`config.mk`:
```
export PLATFORM = sky130hd
export DESIGN_NAME = strip_signal_sharing_merge
export DESIGN_NICKNAME = d
export VERILOG_FILES = /design/src/rtl/sssm_pkg.sv /design/src/rtl/strip_signal_sharing_merge.sv /design/src/rtl/sssm_cfg_regs.sv /design/src/rtl/sssm_merge.sv
export SDC_FILE = /design/constraint.sdc
export NUM_CORES = 1
export LEC_CHECK = 0
export BUFFER_PORTS_ARGS = -buffer_cell sky130_fd_sc_hd__buf_2
export CAP_MARGIN = 20
export CORE_AREA = 2 2 131 229
export DETAILED_ROUTE_END_ITERATION = 7
export DIE_AREA = 0 0 133 231
export GPL_ROUTABILITY_DRIVEN = 0
export PLACE_DENSITY = 0.65
export SYNTH_ARGS = -nofsm -noshare
export SYNTH_HDL_FRONTEND = slang
export SYNTH_HIERARCHICAL = 1
export SYNTH_SLANG_ARGS = --single-unit
```
`constraint.sdc`:
```
create_clock -name clk -period 6.9 [get_ports clk]
set_input_delay 1.035 -clock clk [delete_from_list [all_inputs] [get_ports clk]]
set_output_delay 1.035 -clock clk [all_outputs]
set_load 0.01 [all_outputs]
```
`src/rtl/sssm_pkg.sv`:
```
// Shared types, constants and register codes for the strip sharing merge block.
package sssm_pkg;

  localparam int ENERGY_BITS  = 16;
  localparam int SUM_BITS     = ENERGY_BITS + 2;  // three strips summed at full precision
  localparam int CFG_IDX_BITS = 2;

  typedef logic [1:0]             status_t;
  typedef logic [ENERGY_BITS-1:0] energy_t;
  typedef logic [SUM_BITS-1:0]    sum_t;

  localparam status_t ST_NONE   = 2'd0;
  localparam status_t ST_CAND   = 2'd1;
  localparam status_t ST_MERGED = 2'd2;
  localparam status_t ST_INTO   = 2'd3;

  localparam logic [CFG_IDX_BITS-1:0] REG_LOW_CUT    = 2'd0;
  localparam logic [CFG_IDX_BITS-1:0] REG_MAX_SIGNAL = 2'd1;
  localparam logic [CFG_IDX_BITS-1:0] REG_LOW_FLUX   = 2'd2;
  localparam logic [CFG_IDX_BITS-1:0] REG_ZERO_BELOW = 2'd3;

  localparam energy_t MAX_SIGNAL_RST = energy_t'(5120);  // 20.0 in Q8.8

  typedef struct packed {
    energy_t low_cut;
    energy_t max_signal;
    logic    low_flux_mode;
    logic    zero_below;
  } cfg_t;

  typedef struct packed {
    energy_t this_energy;
    logic    this_invalid;
    energy_t next_energy;
    logic    next_invalid;
    energy_t high_cut;
    logic    first_strip;
    logic    last_strip;
  } strip_t;

endpackage

```
`src/rtl/strip_signal_sharing_merge.sv`:
```
// Top level of the strip sharing merge: input stage, merge logic, result register.
// The path runs through the input register, then the result register.
// Throughput: one strip per cycle unless out_tready stalls the result register;
// the neighbor state updates as a strip leaves the input stage.
// Reset (rst_n low, synchronous): both stages empty, cuts to low 0 / max 20.0, modes off,
// neighbor state at sector start (previous energy 0, status none, next status candidate).
// in_tready follows out_tready combinationally when both stages are full.
module strip_signal_sharing_merge
  import sssm_pkg::*;
(
  input  logic                    clk,
  input  logic                    rst_n,
  // strip input
  input  logic                    in_tvalid,
  output logic                    in_tready,
  input  logic [47:0]             in_tdata,   // this_energy, next_energy, high_cut
  input  logic [2:0]              in_tuser,   // this_invalid, next_invalid, first_strip
  input  logic                    in_tlast,   // last_strip
  // merged result
  output logic                    out_tvalid,
  input  logic                    out_tready,
  output logic [15:0]             out_tdata,  // merged_energy
  output logic                    out_tuser,  // out_invalid
  // register writes
  input  logic                    cfg_valid,
  output logic                    cfg_ready,
  input  logic [CFG_IDX_BITS-1:0] cfg_index,
  input  logic [ENERGY_BITS-1:0]  cfg_data
);

  cfg_t    cfg;
  strip_t  in_item;
  strip_t  s1_item_r;
  logic    s1_valid_r;
  logic    out_valid_r;
  energy_t out_energy_r;
  logic    out_invalid_r;
  energy_t mg_energy;
  logic    mg_invalid;
  logic    adv;
  logic    in_acc;

  // Writes always taken; software must write only while the block is idle, unenforced.
  assign cfg_ready = 1'b1;

  sssm_cfg_regs u_cfg (
    .clk      (clk),
    .rst_n    (rst_n),
    .wr_en    (cfg_valid),
    .wr_index (cfg_index),
    .wr_data  (cfg_data),
    .cfg      (cfg)
  );

  // Unpack the stream item.
  always_comb begin
    in_item.this_energy  = in_tdata[15:0];
    in_item.next_energy  = in_tdata[31:16];
    in_item.high_cut     = in_tdata[47:32];
    in_item.this_invalid = in_tuser[0];
    in_item.next_invalid = in_tuser[1];
    in_item.first_strip  = in_tuser[2];
    in_item.last_strip   = in_tlast;
  end

  // Input stage moves on when the result register is free or being drained.
  assign adv       = s1_valid_r && (!out_valid_r || out_tready);
  assign in_tready = !s1_valid_r || adv;
  assign in_acc    = in_tvalid && in_tready;

  always_ff @(posedge clk) begin
    if (!rst_n) begin
      s1_valid_r <= 1'b0;
    end else if (in_tready) begin
      s1_valid_r <= in_tvalid;
    end
  end

  always_ff @(posedge clk) begin
    if (in_acc) begin
      s1_item_r <= in_item;
    end
  end

  sssm_merge u_merge (
    .clk           (clk),
    .rst_n         (rst_n),
    .cfg           (cfg),
    .item          (s1_item_r),
    .adv           (adv),
    .merged_energy (mg_energy),
    .out_invalid   (mg_invalid)
  );

  // Result register.
  always_ff @(posedge clk) begin
    if (!rst_n) begin
      out_valid_r <= 1'b0;
    end else if (adv) begin
      out_valid_r <= 1'b1;
    end else if (out_tready) begin
      out_valid_r <= 1'b0;
    end
  end

  always_ff @(posedge clk) begin
    if (adv) begin
      out_energy_r  <= mg_energy;
      out_invalid_r <= mg_invalid;
    end
  end

  assign out_tvalid = out_valid_r;
  assign out_tdata  = out_energy_r;
  assign out_tuser  = out_invalid_r;

  // a dead strip always delivers zero energy
  a_dead_zero: assert property (@(posedge clk) disable iff (!rst_n)
    out_valid_r && out_invalid_r |-> out_energy_r == '0)
    else $error("dead strip carries energy");

  // a held strip stays in the input stage
  a_s1_hold: assert property (@(posedge clk) disable iff (!rst_n)
    s1_valid_r && !adv |=> s1_valid_r && $stable(s1_item_r))
    else $error("input stage lost a stalled item");

  // the result register is refilled only by a strip leaving the input stage
  a_out_src: assert property (@(posedge clk) disable iff (!rst_n)
    $rose(out_valid_r) |-> $past(adv))
    else $error("result appeared without a strip");

endmodule

```
`src/rtl/sssm_cfg_regs.sv`:
```
// Configuration register file: cut levels and mode bits.
module sssm_cfg_regs
  import sssm_pkg::*;
(
  input  logic                    clk,
  input  logic                    rst_n,
  input  logic                    wr_en,
  input  logic [CFG_IDX_BITS-1:0] wr_index,
  input  logic [ENERGY_BITS-1:0]  wr_data,
  output cfg_t                    cfg
);

  cfg_t cfg_r;

  always_ff @(posedge clk) begin
    if (!rst_n) begin
      cfg_r.low_cut       <= '0;
      cfg_r.max_signal    <= MAX_SIGNAL_RST;
      cfg_r.low_flux_mode <= 1'b0;
      cfg_r.zero_below    <= 1'b0;
    end else if (wr_en) begin
      case (wr_index)
        REG_LOW_CUT:    cfg_r.low_cut       <= wr_data;
        REG_MAX_SIGNAL: cfg_r.max_signal    <= wr_data;
        REG_LOW_FLUX:   cfg_r.low_flux_mode <= wr_data[0];
        REG_ZERO_BELOW: cfg_r.zero_below    <= wr_data[0];
        default: ;
      endcase
    end
  end

  assign cfg = cfg_r;

endmodule

```
`src/rtl/sssm_merge.sv`:
```
// Sharing merge decision for one strip plus the neighbor state it carries along.
module sssm_merge
  import sssm_pkg::*;
(
  input  logic    clk,
  input  logic    rst_n,
  input  cfg_t    cfg,
  input  strip_t  item,
  input  logic    adv,            // item leaves the input stage this cycle
  output energy_t merged_energy,
  output logic    out_invalid
);

  energy_t prev_energy_r, prev_energy_nxt;
  status_t prev_status_r, prev_status_nxt;
  status_t cur_status_r,  cur_status_nxt;

  always_comb begin
    energy_t e, ne, pe, hc, lc;
    status_t ps, ts, ns;
    sum_t    total, result;
    logic    inv;

    e     = item.this_energy;
    inv   = item.this_invalid;
    hc    = item.high_cut;
    lc    = cfg.low_cut;
    ne    = (item.last_strip || item.next_invalid) ? '0 : item.next_energy;
    pe    = item.first_strip ? '0 : prev_energy_r;
    ps    = item.first_strip ? ST_NONE : prev_status_r;
    ts    = item.first_strip ? ST_CAND : cur_status_r;
    ns    = item.last_strip ? ST_NONE : ST_CAND;
    total = '0;
    result = '0;

    if (inv || e == '0) begin
      ts = ST_NONE;
      ns = ST_CAND;
    end else if (e < lc || e > cfg.max_signal) begin
      ts = ST_NONE;
    end else if (ts == ST_MERGED) begin
      result = '0;
    end else if (hc == '0) begin
      ts = ST_NONE;
    end else if (cfg.low_flux_mode && e < ne && ne > hc) begin
      ts = ST_CAND;
      ns = ST_CAND;
    end else begin
      total = sum_t'(e);
      if (ps == ST_CAND && pe > lc && pe < hc)
        total = total + sum_t'(pe);
      if (ne > lc && ne < hc) begin
        total = total + sum_t'(ne);
        ns    = ST_MERGED;
      end
      if (total > sum_t'(hc)) begin
        ts     = (total > sum_t'(e)) ? ST_INTO : ST_NONE;
        result = total;
      end else begin
        ns = ST_CAND;
        if (total < sum_t'(lc)) begin
          ts = ST_NONE;
        end else begin
          ts     = ST_CAND;
          result = cfg.zero_below ? '0 : total;
        end
      end
    end

    // saturate only the delivered value
    if (inv)
      merged_energy = '0;
    else if (result[SUM_BITS-1:ENERGY_BITS] != '0)
      merged_energy = '1;
    else
      merged_energy = result[ENERGY_BITS-1:0];
    out_invalid = inv;

    if (item.last_strip) begin
      prev_energy_nxt = '0;
      prev_status_nxt = ST_NONE;
      cur_status_nxt  = ST_CAND;
    end else begin
      prev_energy_nxt = inv ? '0 : e;
      prev_status_nxt = ts;
      cur_status_nxt  = ns;
    end
  end

  always_ff @(posedge clk) begin
    if (!rst_n) begin
      prev_energy_r <= '0;
      prev_status_r <= ST_NONE;
      cur_status_r  <= ST_CAND;
    end else if (adv) begin
      prev_energy_r <= prev_energy_nxt;
      prev_status_r <= prev_status_nxt;
      cur_status_r  <= cur_status_nxt;
    end
  end

  // a sector end puts the neighbor state back to its start values
  a_last_resets: assert property (@(posedge clk) disable iff (!rst_n)
    adv && item.last_strip |=>
      prev_energy_r == '0 && prev_status_r == ST_NONE && cur_status_r == ST_CAND)
    else $error("neighbor state not cleared after last strip");

  // a dead strip never serves as an energy donor
  a_dead_prev: assert property (@(posedge clk) disable iff (!rst_n)
    adv && item.this_invalid |=> prev_energy_r == '0)
    else $error("dead strip left energy in neighbor state");

endmodule

```
==> results of run 1 <==
-- cells in the mapped netlist (all sizes together) (3+ instances only) --
master / number
a211oi: 11
a21boi: 6
a21o: 28
a21oi: 76
a221oi: 7
a31oi: 4
a41oi: 4
and2: 5
and3: 8
buf: 15
clkbuf: 16
dfxtp: 56
edfxtp: 69
ha: 183
inv: 95
mux2: 12
mux2i: 35
nand2: 114
nand2b: 12
nand3: 24
nand3b: 4
nand4: 20
nand4b: 4
nor2: 51
nor2b: 56
nor3: 16
nor4: 12
o2111ai: 6
o211ai: 10
o21a: 13
o21ai: 60
o22ai: 4
o311a: 4
o31ai: 5
o41ai: 3
or2: 3
xnor2: 16
xor2: 11
-- cell families after synthesis --
family                     after synthesis  synth area share (%)
and+or+nand+nor                        341                  17.0
AOI/OAI and AO/OA                      262                  17.0
adders and majority gates              186                  22.7
buffers and inverters                  126                  5.24
DFF                                    125                  31.0
muxes                                   47                  4.72
xor gates and xnor gates                27                  2.30
other                                    1                0.0365
-- power breakdown --
| part | total [W] | switching (W) | internal (W) |
|---|---|---|---|
| clock network | 0.000929 | 0.000333 | 0.000596 |
| logic | 0.000725 | 0.000410 | 0.000314 |
| registers | 0.000851 | 0.0000250 | 0.000826 |
| total | 0.00251 | 0.000768 | 0.00174 |
-- flip-flops by register name, summed over array words and instances, names as in the netlist --
signal and cells:
s1_item_r 52, u_cfg/cfg 34, out_tuser 1, s1_valid_r 1, out_tvalid 1, u_merge/prev_energy_r 16
out_tdata 16, u_merge/prev_status_r 2, u_merge/cur_status_r 2
-- worst min-delay path, stage by stage, from the launching register on --
cell and delay [ps]:
dfxtp_1 300, nand2_1 50, mux2i_1 50
-- layer usage --
metal	vias to the layer above	track usage [%]
li1	4457	-
met1	4442	21.7
met2	340	39.0
met3	159	4.06
met4	0	21.1
met5	-	0
-- cell usage in the layout (no fill, tap or decap), types with 16 or more instances in the layout --
cell type	n
ha_1	177
nand2_1	114
inv_1	95
buf_2	93
buf_4	92
a21oi_1	71
edfxtp_1	69
dfxtp_1	56
nor2_1	47
nor2b_1	46
o21ai_0	45
mux2i_1	34
a21o_1	28
nand3_1	24
nand4_1	20
clkbuf_16	17
xnor2_1	16
-- path summary, 6_finish.rpt --
check | to
min | u_cfg/cfg[32]
max reg2reg | out_tdata[0]
min reg2reg | u_cfg/cfg[32]
max | out_tdata[0]
-- per-stage QoR --
step / utilization, % / setup slack, ps / TNS [ps] / std cells
floorplan: - / 61.9 / 0 / 1115
global placement: 40.6 / -50.3 / -50.3 / 1650
detailed placement: 40.7 / -291 / -3700 / 1651
CTS: 43.0 / 3.11 / 0 / 1685
global route: 43.9 / -60.2 / -186 / 1688
finish: 43.9 / 164 / 0 / 1688
-- repair_timing --
action,CTS,global route
buffers inserted,2,3
gates resized for setup,14,54
gates cloned,1,0
endpoints found under the setup margin,18,20
hold buffers,0,0
pin swaps,11,15
-- final cells by class --
class,count,area (um^2),share of cell area [%]
flip-flops and latches,125,3190,25.1
multi-input cells,865,6860,53.9
clock buffers,18,429,3.38
inverters,95,357,2.80
well taps,382,478,3.76
repair buffers,190,1230,9.67
clock inverters,13,174,1.37
==> impl_metrics.csv, run 1 <==
group,metric,value,unit
drt,drt-initial-drc-count,547,
sta,worst-slew-pin-transition,872,ps
sta,achievable-frequency,148,MHz
logic_synthesis,mappedNetlistNets,1374,
outcome,outcome,"finished, final reports clean",
drt,drc,0,
worst_setup_path,worstPathRequired,7080,ps
cells_and_area,syn2layout_area_growth,23.6,%
clocking,cts_max_level,4,
logic_synthesis,synth-seq-area-share,31.0,%
worst_setup_path,r2r_start,"s1_item_r[1]",
sta,fin_hold_ws,455,ps
die,core_region_area,29000,um^2
drt,met3_wirelength,1560,um
placement,place.detailed.hpwl,27000,um
die,dieArea,30700,um^2
worst_setup_path,worstPathArrival,6920,ps
sta,timing_max_transition_violations_final,0,
worst_setup_path,cp_top_family,"compound AO/OA/AOI/OAI gates",
drt,top_layer,"met4",
global_routing,grt_antenna_before_repair,0,
min_path,hold_path_startpoint,"u_cfg/cfg[32]",
drt,drt.antenna.violating_nets,0,
clocking,cts_buffers,17,
pwr,vdd_drop_max,0.165,mV
die,die-width,133,um
sta,finalSetupViolations,0,
logic_synthesis,yosys-top-cells-area,"ha_1, edfxtp_1, dfxtp_1",
worst_setup_path,timing.critical_path.to_type,"flop",
global_routing,grt_first_pass_wirelength,51400,um
worst_setup_path,setup.worst_path.start_class,"flop",
global_routing,all_layer_global_routing_usage,22.2,%
pwr,p_leak,5.82,nW
sta,finalCritPeriodShare,97.6,%
drt,met1_length,12000,um
logic_synthesis,netlist.area_leader.share,22.3,%
pwr,power,0.00251,W
cells_and_area,num_antenna_cells,0,
die,io-pin-count,95,
clocking,cts_tree,"done",
clocking,ctsLongestPathBuffers,2,
drt,total_wire_length_after_detailed_routing,34000,um
global_routing,first_global_vias,9676,
logic_synthesis,synth-warning-count,6,
clocking,clk_pin_slew,60,ps
logic_synthesis,synth_enable_flop_cells,69,
logic_synthesis,synth_cell_types,83,
logic_synthesis,synth_area_leader_cell,"ha_1",
logic_synthesis,synth-seq-cells,125,
global_routing,maximum_number_of_pins_on_one_net_before_global_route_repair,73,
min_path,hold_path_cell_cnt,2,
logic_synthesis,synth_ff_type,"edfxtp_1",
logic_synthesis,synthArstFlopShare,0,%
worst_setup_path,timing.critical_path.from,"s1_item_r[1]",
logic_synthesis,avgSynthCellArea,9.22,um^2
cells_and_area,nets,1553,
placement,placement.io_buffers,93,
drt,number_of_detailed_routing_iterations_run_before_antenna_repair,5,
drt,num_vias,9398,
worst_setup_path,path_max_fanout,8,
run,drv_cap,0,
worst_setup_path,worstSetupPathType,"flop to flop",
sta,final.setup_skew,16.6,ps
clocking,clock_sinks,125,
sta,slew_headroom,41.3,%
logic_synthesis,synthesis.instances,1115,
global_routing,overflow,0,
clocking,clock-root-buffer,"clkbuf_16",
drt,met2WireLength,16900,um
drt,wire_per_inst,20.2,um
placement,postPlaceCellArea,11800,um^2
cells_and_area,n_fill_cell,2820,
worst_setup_path,reg2reg_depth,31,
worst_setup_path,critical_path.max_stage_delay,430,ps
sta,finalHoldViolations,0,
cells_and_area,final_layout_size_suffix_gt1_share,22.6,%
worst_setup_path,ff2ff_setup_slack,160,ps
cells_and_area,layout.cell_area.non_filler,12700,um^2
die,total_number_of_placement_rows,83,
worst_setup_path,critical_path.n_buffers_inverters,5,
die,die_y,231,um
sta,period_minus_slack,6740,ps
worst_setup_path,crit_path_frequent_cell,"buf_4",
clocking,clock_latency_at_the_later_pin_of_the_worst_skew_pair,440,ps
worst_setup_path,slowest_stage,"edfxtp_1",
pwr,power_density,197,nW/um^2
drt,vias_per_cell,5.57,
die,floorplan.initialDensity,35.5,%
logic_synthesis,synth.cell_area,10300,um^2
min_path,hold_path.class,"flop to flop",
worst_setup_path,worst-path-stages,31,
No activity file was read; power rests on OpenSTA's default activity.
==> run 2: changes to the inputs <==
--- a/config.mk
+++ b/config.mk
@@ -11,7 +11,9 @@
 export DETAILED_ROUTE_END_ITERATION = 7
 export DIE_AREA = 0 0 133 231
 export GPL_ROUTABILITY_DRIVEN = 0
+export GPL_TIMING_DRIVEN = 0
 export PLACE_DENSITY = 0.65
+export RECOVER_POWER = 100
 export SYNTH_ARGS = -nofsm -noshare
 export SYNTH_HDL_FRONTEND = slang
 export SYNTH_HIERARCHICAL = 1
==> run 2 against run 1 <==
  * The flow now finishes with violations (capacitance limit, slew limit, setup timing)
  * Sequential power is 1% higher
  * Flip-flop and latch count stayed put
  * Largest power group unchanged
  * Sequential share of layout area is 0.31 points higher
  * Combinational power is 3.7% lower
==> impl_metrics.csv, run 2 (synthesis gave the netlist of run 1 again) <==
group,metric,value,unit
cells_and_area,layout.cell_area.non_filler,12600,um^2
die,core_region_area,29000,um^2
sta,timing_max_transition_violations_final,55,
die,floorplan.initialDensity,35.5,%
cells_and_area,nets,1518,
pwr,vdd_drop_max,0.196,mV
cells_and_area,syn2layout_area_growth,22.1,%
cells_and_area,most-common-layout-cells,"ha_1, nand2_1, inv_1",
cells_and_area,fin_util,43.4,%
die,dieArea,30700,um^2
sta,slew_headroom,-59.3,%
clocking,clock_sinks,125,
die,die_y,231,um
global_routing,all_layer_global_routing_usage,22.6,%
global_routing,first_global_vias,9594,
pwr,clkPwrFrac,36.5,%
worst_setup_path,reg2reg_depth,25,
clocking,clk_pin_slew,60,ps
clocking,cts_max_level,4,
pwr,power_density,196,nW/um^2
global_routing,grt_first_pass_wirelength,51700,um
worst_setup_path,worstPathArrival,7210,ps
cells_and_area,largest-register,"s1_item_r",
clocking,cts_hold_repair.buffers,0,
global_routing,grt_antenna_before_repair,0,
placement,dp.cells,1592,
worst_setup_path,r2r_start,"s1_item_r[0]",
drt,num_vias,9242,
drt,wire_per_inst,20.9,um
pwr,switching_share,32.8,%
sta,finalHoldViolations,0,
cells_and_area,final_layout_size_suffix_gt1_share,20.0,%
drt,drt.antenna.violating_nets,0,
worst_setup_path,timing.critical_path.to_type,"flop",
worst_setup_path,worstSetupPathType,"flop to flop",
clocking,clock-root-buffer,"clkbuf_16",
min_path,hold_path_cell_cnt,2,
run,drv_cap,2,
sta,post-route-worst-setup-slack,-113,ps
drt,drc,0,
die,io-pin-count,95,
drt,number_of_detailed_routing_iterations_run_before_antenna_repair,5,
pwr,power,0.00246,W
worst_setup_path,worstPathRequired,7100,ps
sta,worst-slew-pin-transition,2390,ps
sta,finalSetupViolations,15,
pwr,sequentialPowerShare,35.0,%
clocking,ctsLongestPathBuffers,2,
drt,total_wire_length_after_detailed_routing,34500,um
sta,rsz0062_at_grt,"yes",
worst_setup_path,setup.worst_path.start_class,"flop",
placement,placement.io_buffers,93,
worst_setup_path,timing.rr.end,"out_tdata[11]",
worst_setup_path,path_max_fanout,10,
die,total_number_of_placement_rows,83,
pwr,p_comb_share,28.4,%
pwr,p_leak,5.57,nW
outcome,outcome,"complete, but fails checks",
drt,vias_per_cell,5.58,
cells_and_area,largest_register_ff_count,52,
min_path,hold_path.class,"flop to flop",
placement,place.detailed.hpwl,27100,um
sta,final.setup_skew,21.0,ps
sta,achievable-frequency,143,MHz
clocking,cts_buffers,17,
global_routing,overflow,0,
sta,finalCritPeriodShare,102,%
cells_and_area,final-instance-count-excl-fill,1655,
cells_and_area,layout_commonest_cell,"ha_1",
outcome,failing_checks,"capacitance limit, slew limit, setup timing",
worst_setup_path,timing.critical_path.from,"s1_item_r[0]",
worst_setup_path,ff2ff_setup_slack,-110,ps
pwr,cellInternalPower,0.00165,W
die,die-width,133,um
placement,postPlaceCellArea,11300,um^2
pwr,switching_power,0.000806,W
clocking,clock_latency_at_the_later_pin_of_the_worst_skew_pair,450,ps
sta,period_minus_slack,7010,ps
min_path,hold_path_startpoint,"u_cfg/cfg[13]",
global_routing,maximum_number_of_pins_on_one_net_before_global_route_repair,29,
clocking,cts_tree,"done",
drt,drt-initial-drc-count,635,
worst_setup_path,setup.worst_path.end,"out_tdata[11]",
sta,tns,-1410,ps
run 2: cell count changes in the layout (fill, tap and decap cells not counted), moves of 3 or more:
cell	change
ha_4	+5
bufinv_16	-3
o21ai_1	-4
buf_4	-61
nor2b_4	+3
nor2b_2	-3
clkbuf_8	+3
buf_2	-14
buf_8	+3
clkinv_1	-3
ha_1	-6
clkbuf_1	+31
o21ai_2	+3
clkbuf_2	+3
run 2: worst min path at each step:
stage,to
after floorplan,u_cfg/cfg[10]
after global routing,u_cfg/cfg[17]
after detailed placement,u_cfg/cfg[32]
final,u_cfg/cfg[13]
after CTS,u_cfg/cfg[10]
after global placement,u_cfg/cfg[24]
run 2: power groups by stage:
stage / Clock, W / Combinational (W) / Sequential (W)
5_1_grt: 0.000943 / 0.000761 / 0.000864
6_report: 0.000898 / 0.000698 / 0.000861
4_1_cts: 0.000913 / 0.000669 / 0.000859
2_1_floorplan: 0 / 0.000408 / 0.000864
3_5_place_dp: 0 / 0.000610 / 0.000875
3_3_place_gp: 0 / 0.000589 / 0.000877
run 2: area by class of cell:
class                           instances  area [um^2]
Tap cell                              382          478
Clock buffer                           20          478
Inverter                               95          357
Clock inverter                         12          108
Antenna cell                            1         2.50
Multi-Input combinational cell        864         7030
Fill cell                            2785        16400
Sequential cell                       125         3190
Timing Repair Buffer                  125          683
Buffer                                 31          236
run 2: layer usage:
| metal | up-vias | track usage (%) | wire (um) | share of wire, % |
|---|---|---|---|---|
| met5 | - | 0 | 0 | 0 |
| met4 | 0 | 22.5 | 3700 | 11 |
| met3 | 163 | 4.04 | 1550 | 4.5 |
| met2 | 350 | 40.5 | 17600 | 51 |
| met1 | 4348 | 20.8 | 11700 | 34 |
| li1 | 4381 | - | - | - |
run 2: worst max-delay path: stages, from the launching register on:
cell and delay [ps]:
edfxtp_1 510, nor2_4 290, clkbuf_2 380, nand2_1 140, inv_1 180, ha_1 200
nand3_1 210, nor4_4 490, o21ai_1 260, and3_1 280, o211ai_1 210, buf_2 400
buf_2 380, nor2_1 90, a21oi_1 390, ha_1 330, nand4_1 160, a21oi_1 70
a211oi_1 390, o21ai_1 170, a221oi_2 360, a41oi_2 90, o21bai_4 210, o21a_4 240
buf_8 150, a21o_1 170
run 2: timing repair:
action                     in CTS  in global routing
pin swaps                      23                 21
gates cloned                    1                  0
setup endpoints to repair      20                 20
buffers inserted               19                 10
resized for setup              89                 35
run 2: through the flow:
| step | worst slack (ps) | hold slack, ps |
|---|---|---|
| finish | -113 | 457 |
| global route | -253 | 482 |
| CTS | -211 | 462 |
| detailed placement | -2700 | 447 |
| global placement | -2570 | 444 |
| floorplan | 61.9 | 435 |
==> run 3: changes to the inputs <==
--- a/config.mk
+++ b/config.mk
@@ -12,8 +12,9 @@
 export DIE_AREA = 0 0 133 231
 export GPL_ROUTABILITY_DRIVEN = 0
 export GPL_TIMING_DRIVEN = 0
-export PLACE_DENSITY = 0.65
+export PLACE_DENSITY = 0.63
 export RECOVER_POWER = 100
+export SKIP_CTS_REPAIR_TIMING = 1
 export SYNTH_ARGS = -nofsm -noshare
 export SYNTH_HDL_FRONTEND = slang
 export SYNTH_HIERARCHICAL = 1
==> constraint.sdc (replaced) <==
create_clock -name clk -period 7.7 [get_ports clk]
set_input_delay 1.155 -clock clk [delete_from_list [all_inputs] [get_ports clk]]
set_output_delay 1.155 -clock clk [all_outputs]
set_load 0.01 [all_outputs]
==> run 3 against run 2 <==
  * The flow still finishes with violations (capacitance limit, slew limit, setup timing)
  * Clock power shrank 14%
  * Sequential share of layout area up 0.77 points
  * Clock skew is 5.9 ps lower
  * Cell count fell by 0.66%
  * Largest power group unchanged
  * Highest routed layer unchanged
==> impl_metrics.csv, run 3 (synthesis gave the netlist of run 1 again) <==
group,metric,value,unit
outcome,outcome,"complete, but fails checks",
outcome,failing_checks,"capacitance limit, slew limit, setup timing",
sta,worst-slew-pin-transition,2360,ps
global_routing,overflow,0,
worst_setup_path,worst-path-stages,25,
worst_setup_path,cp_top_family,"compound AO/OA/AOI/OAI gates",
min_path,hold_path.class,"flop to flop",
die,total_number_of_placement_rows,83,
cells_and_area,largest-register,"s1_item_r",
worst_setup_path,path_max_fanout,10,
pwr,sequentialPowerShare,36.0,%
worst_setup_path,timing.rr.end,"out_tdata[12]",
die,core_region_area,29000,um^2
pwr,clkPwrFrac,36.1,%
run,drv_cap,2,
worst_setup_path,critical_path.n_buffers_inverters,5,
die,die_y,231,um
pwr,p_comb_share,27.9,%
worst_setup_path,timing.critical_path.to_type,"flop",
sta,timing_max_transition_violations_final,55,
die,die-width,133,um
sta,tns,-9.09,ps
drt,drc,0,
cells_and_area,layout_commonest_cell,"ha_1",
clocking,cts_buffers,17,
global_routing,grt_antenna_before_repair,0,
sta,period_minus_slack,7710,ps
drt,vias_per_cell,5.60,
worst_setup_path,timing.critical_path.from,"s1_item_r[0]",
sta,post-route-worst-setup-slack,-9.09,ps
worst_setup_path,r2r_start,"s1_item_r[0]",
worst_setup_path,slowest_stage,"nor4_2",
cells_and_area,most-common-layout-cells,"ha_1, nand2_1, inv_1",
pwr,switching_power,0.000697,W
clocking,clock_sinks,125,
sta,finalSetupViolations,1,
sta,finalCritPeriodShare,100,%
pwr,vdd_drop_max,0.136,mV
drt,drt.antenna.violating_nets,0,
worst_setup_path,worstPathArrival,7900,ps
pwr,cellInternalPower,0.00145,W
sta,final.setup_skew,15.0,ps
drt,number_of_detailed_routing_iterations_run_before_antenna_repair,6,
sta,slew_headroom,-57.6,%
pwr,power,0.00214,W
die,io-pin-count,95,
global_routing,maximum_number_of_pins_on_one_net_before_global_route_repair,29,
clocking,clock_latency_at_the_later_pin_of_the_worst_skew_pair,450,ps
pwr,p_leak,5.49,nW
clocking,cts_max_level,4,
clocking,cts_tree,"done",
drt,drt-initial-drc-count,503,
cells_and_area,largest_register_ff_count,52,
min_path,hold_path_startpoint,"u_cfg/cfg[16]",
cells_and_area,num_antenna_cells,0,
cells_and_area,syn2layout_area_growth,18.5,%
sta,achievable-frequency,130,MHz
clocking,ctsLongestPathBuffers,2,
placement,place.detailed.hpwl,27500,um
worst_setup_path,worstPathRequired,7890,ps
pwr,switching_share,32.5,%
cells_and_area,final_layout_size_suffix_gt1_share,16.7,%
worst_setup_path,setup.worst_path.end,"out_tdata[12]",
global_routing,all_layer_global_routing_usage,22.5,%
worst_setup_path,worstSetupPathType,"flop to flop",
global_routing,first_global_vias,9540,
drt,total_wire_length_after_detailed_routing,34600,um
clocking,clock-root-buffer,"clkbuf_16",
die,floorplan.initialDensity,35.5,%
placement,placement.io_buffers,93,
pwr,power_density,176,nW/um^2
worst_setup_path,critical_path.max_stage_delay,700,ps
drt,wire_per_inst,21.0,um
worst_setup_path,reg2reg_depth,25,
drt,num_vias,9214,
sta,finalHoldViolations,0,
worst_setup_path,setup.worst_path.start_class,"flop",
die,dieArea,30700,um^2
clocking,clk_pin_slew,60,ps
global_routing,grt_first_pass_wirelength,51500,um
cells_and_area,nets,1508,
worst_setup_path,ff2ff_setup_slack,-9,ps
==> run 3: how the worst min path moves through the flow <==
stage                     slack (ps)  cells after the start             to
final                            460                      2  u_cfg/cfg[16]
after global routing             470                      2  u_cfg/cfg[24]
after CTS                        460                      2  u_cfg/cfg[16]
after detailed placement         450                      2  u_cfg/cfg[16]
after global placement           440                      2  u_cfg/cfg[24]
after floorplan                  430                      2  u_cfg/cfg[10]
==> run 3: power by group through the flow <==
| stage | Clock (W) | Sequential (W) | Combinational (W) |
|---|---|---|---|
| after global placement | 0 | 0.000787 | 0.000530 |
| final | 0.000774 | 0.000772 | 0.000599 |
| after floorplan | 0 | 0.000774 | 0.000366 |
| after global routing | 0.000817 | 0.000775 | 0.000660 |
| after CTS | 0.000794 | 0.000771 | 0.000553 |
| after detailed placement | 0 | 0.000785 | 0.000549 |
==> run 3: layout make-up <==
class / instances / area (um^2)
clock buffers: 23 / 510
inverters: 95 / 357
fillers: 2869 / 16800
multi-input cells: 864 / 6770
well taps: 382 / 478
repair buffers: 115 / 616
clock inverters: 9 / 55.1
flip-flops and latches: 125 / 3190
plain buffers: 31 / 213
==> run 3: stage by stage <==
| step | util (%) | worst slack [ps] | hold WS [ps] | std cells | cell area [um^2] |
|---|---|---|---|---|---|
| 6_report | 42.1 | -9.09 | 459 | 1644 | 12200 |
| 5_1_grt | 42.1 | -65.5 | 474 | 1644 | 12200 |
| 4_1_cts | 40.9 | -2150 | 461 | 1624 | 11900 |
| 3_5_place_dp | 39.0 | -2100 | 452 | 1592 | 11300 |
| 3_3_place_gp | 38.8 | -2000 | 444 | 1590 | 11200 |
| 2_1_floorplan | - | 761 | 435 | 1115 | 10300 |
==> run 3: layer usage <==
metal / wire [um] / up-vias / share of wire (%) / global-route usage, %
li1: - / 4360 / - / -
met1: 11800 / 4366 / 34 / 21.0
met2: 18300 / 348 / 53 / 41.5
met3: 1300 / 140 / 3.8 / 3.36
met4: 3270 / 0 / 9.4 / 20.7
met5: 0 / - / 0 / 0
==> run 3: worst min-delay path, stage by stage (launching register included) <==
cell and delay (ps):
dfxtp_1 310, nand2_1 50, mux2i_1 50
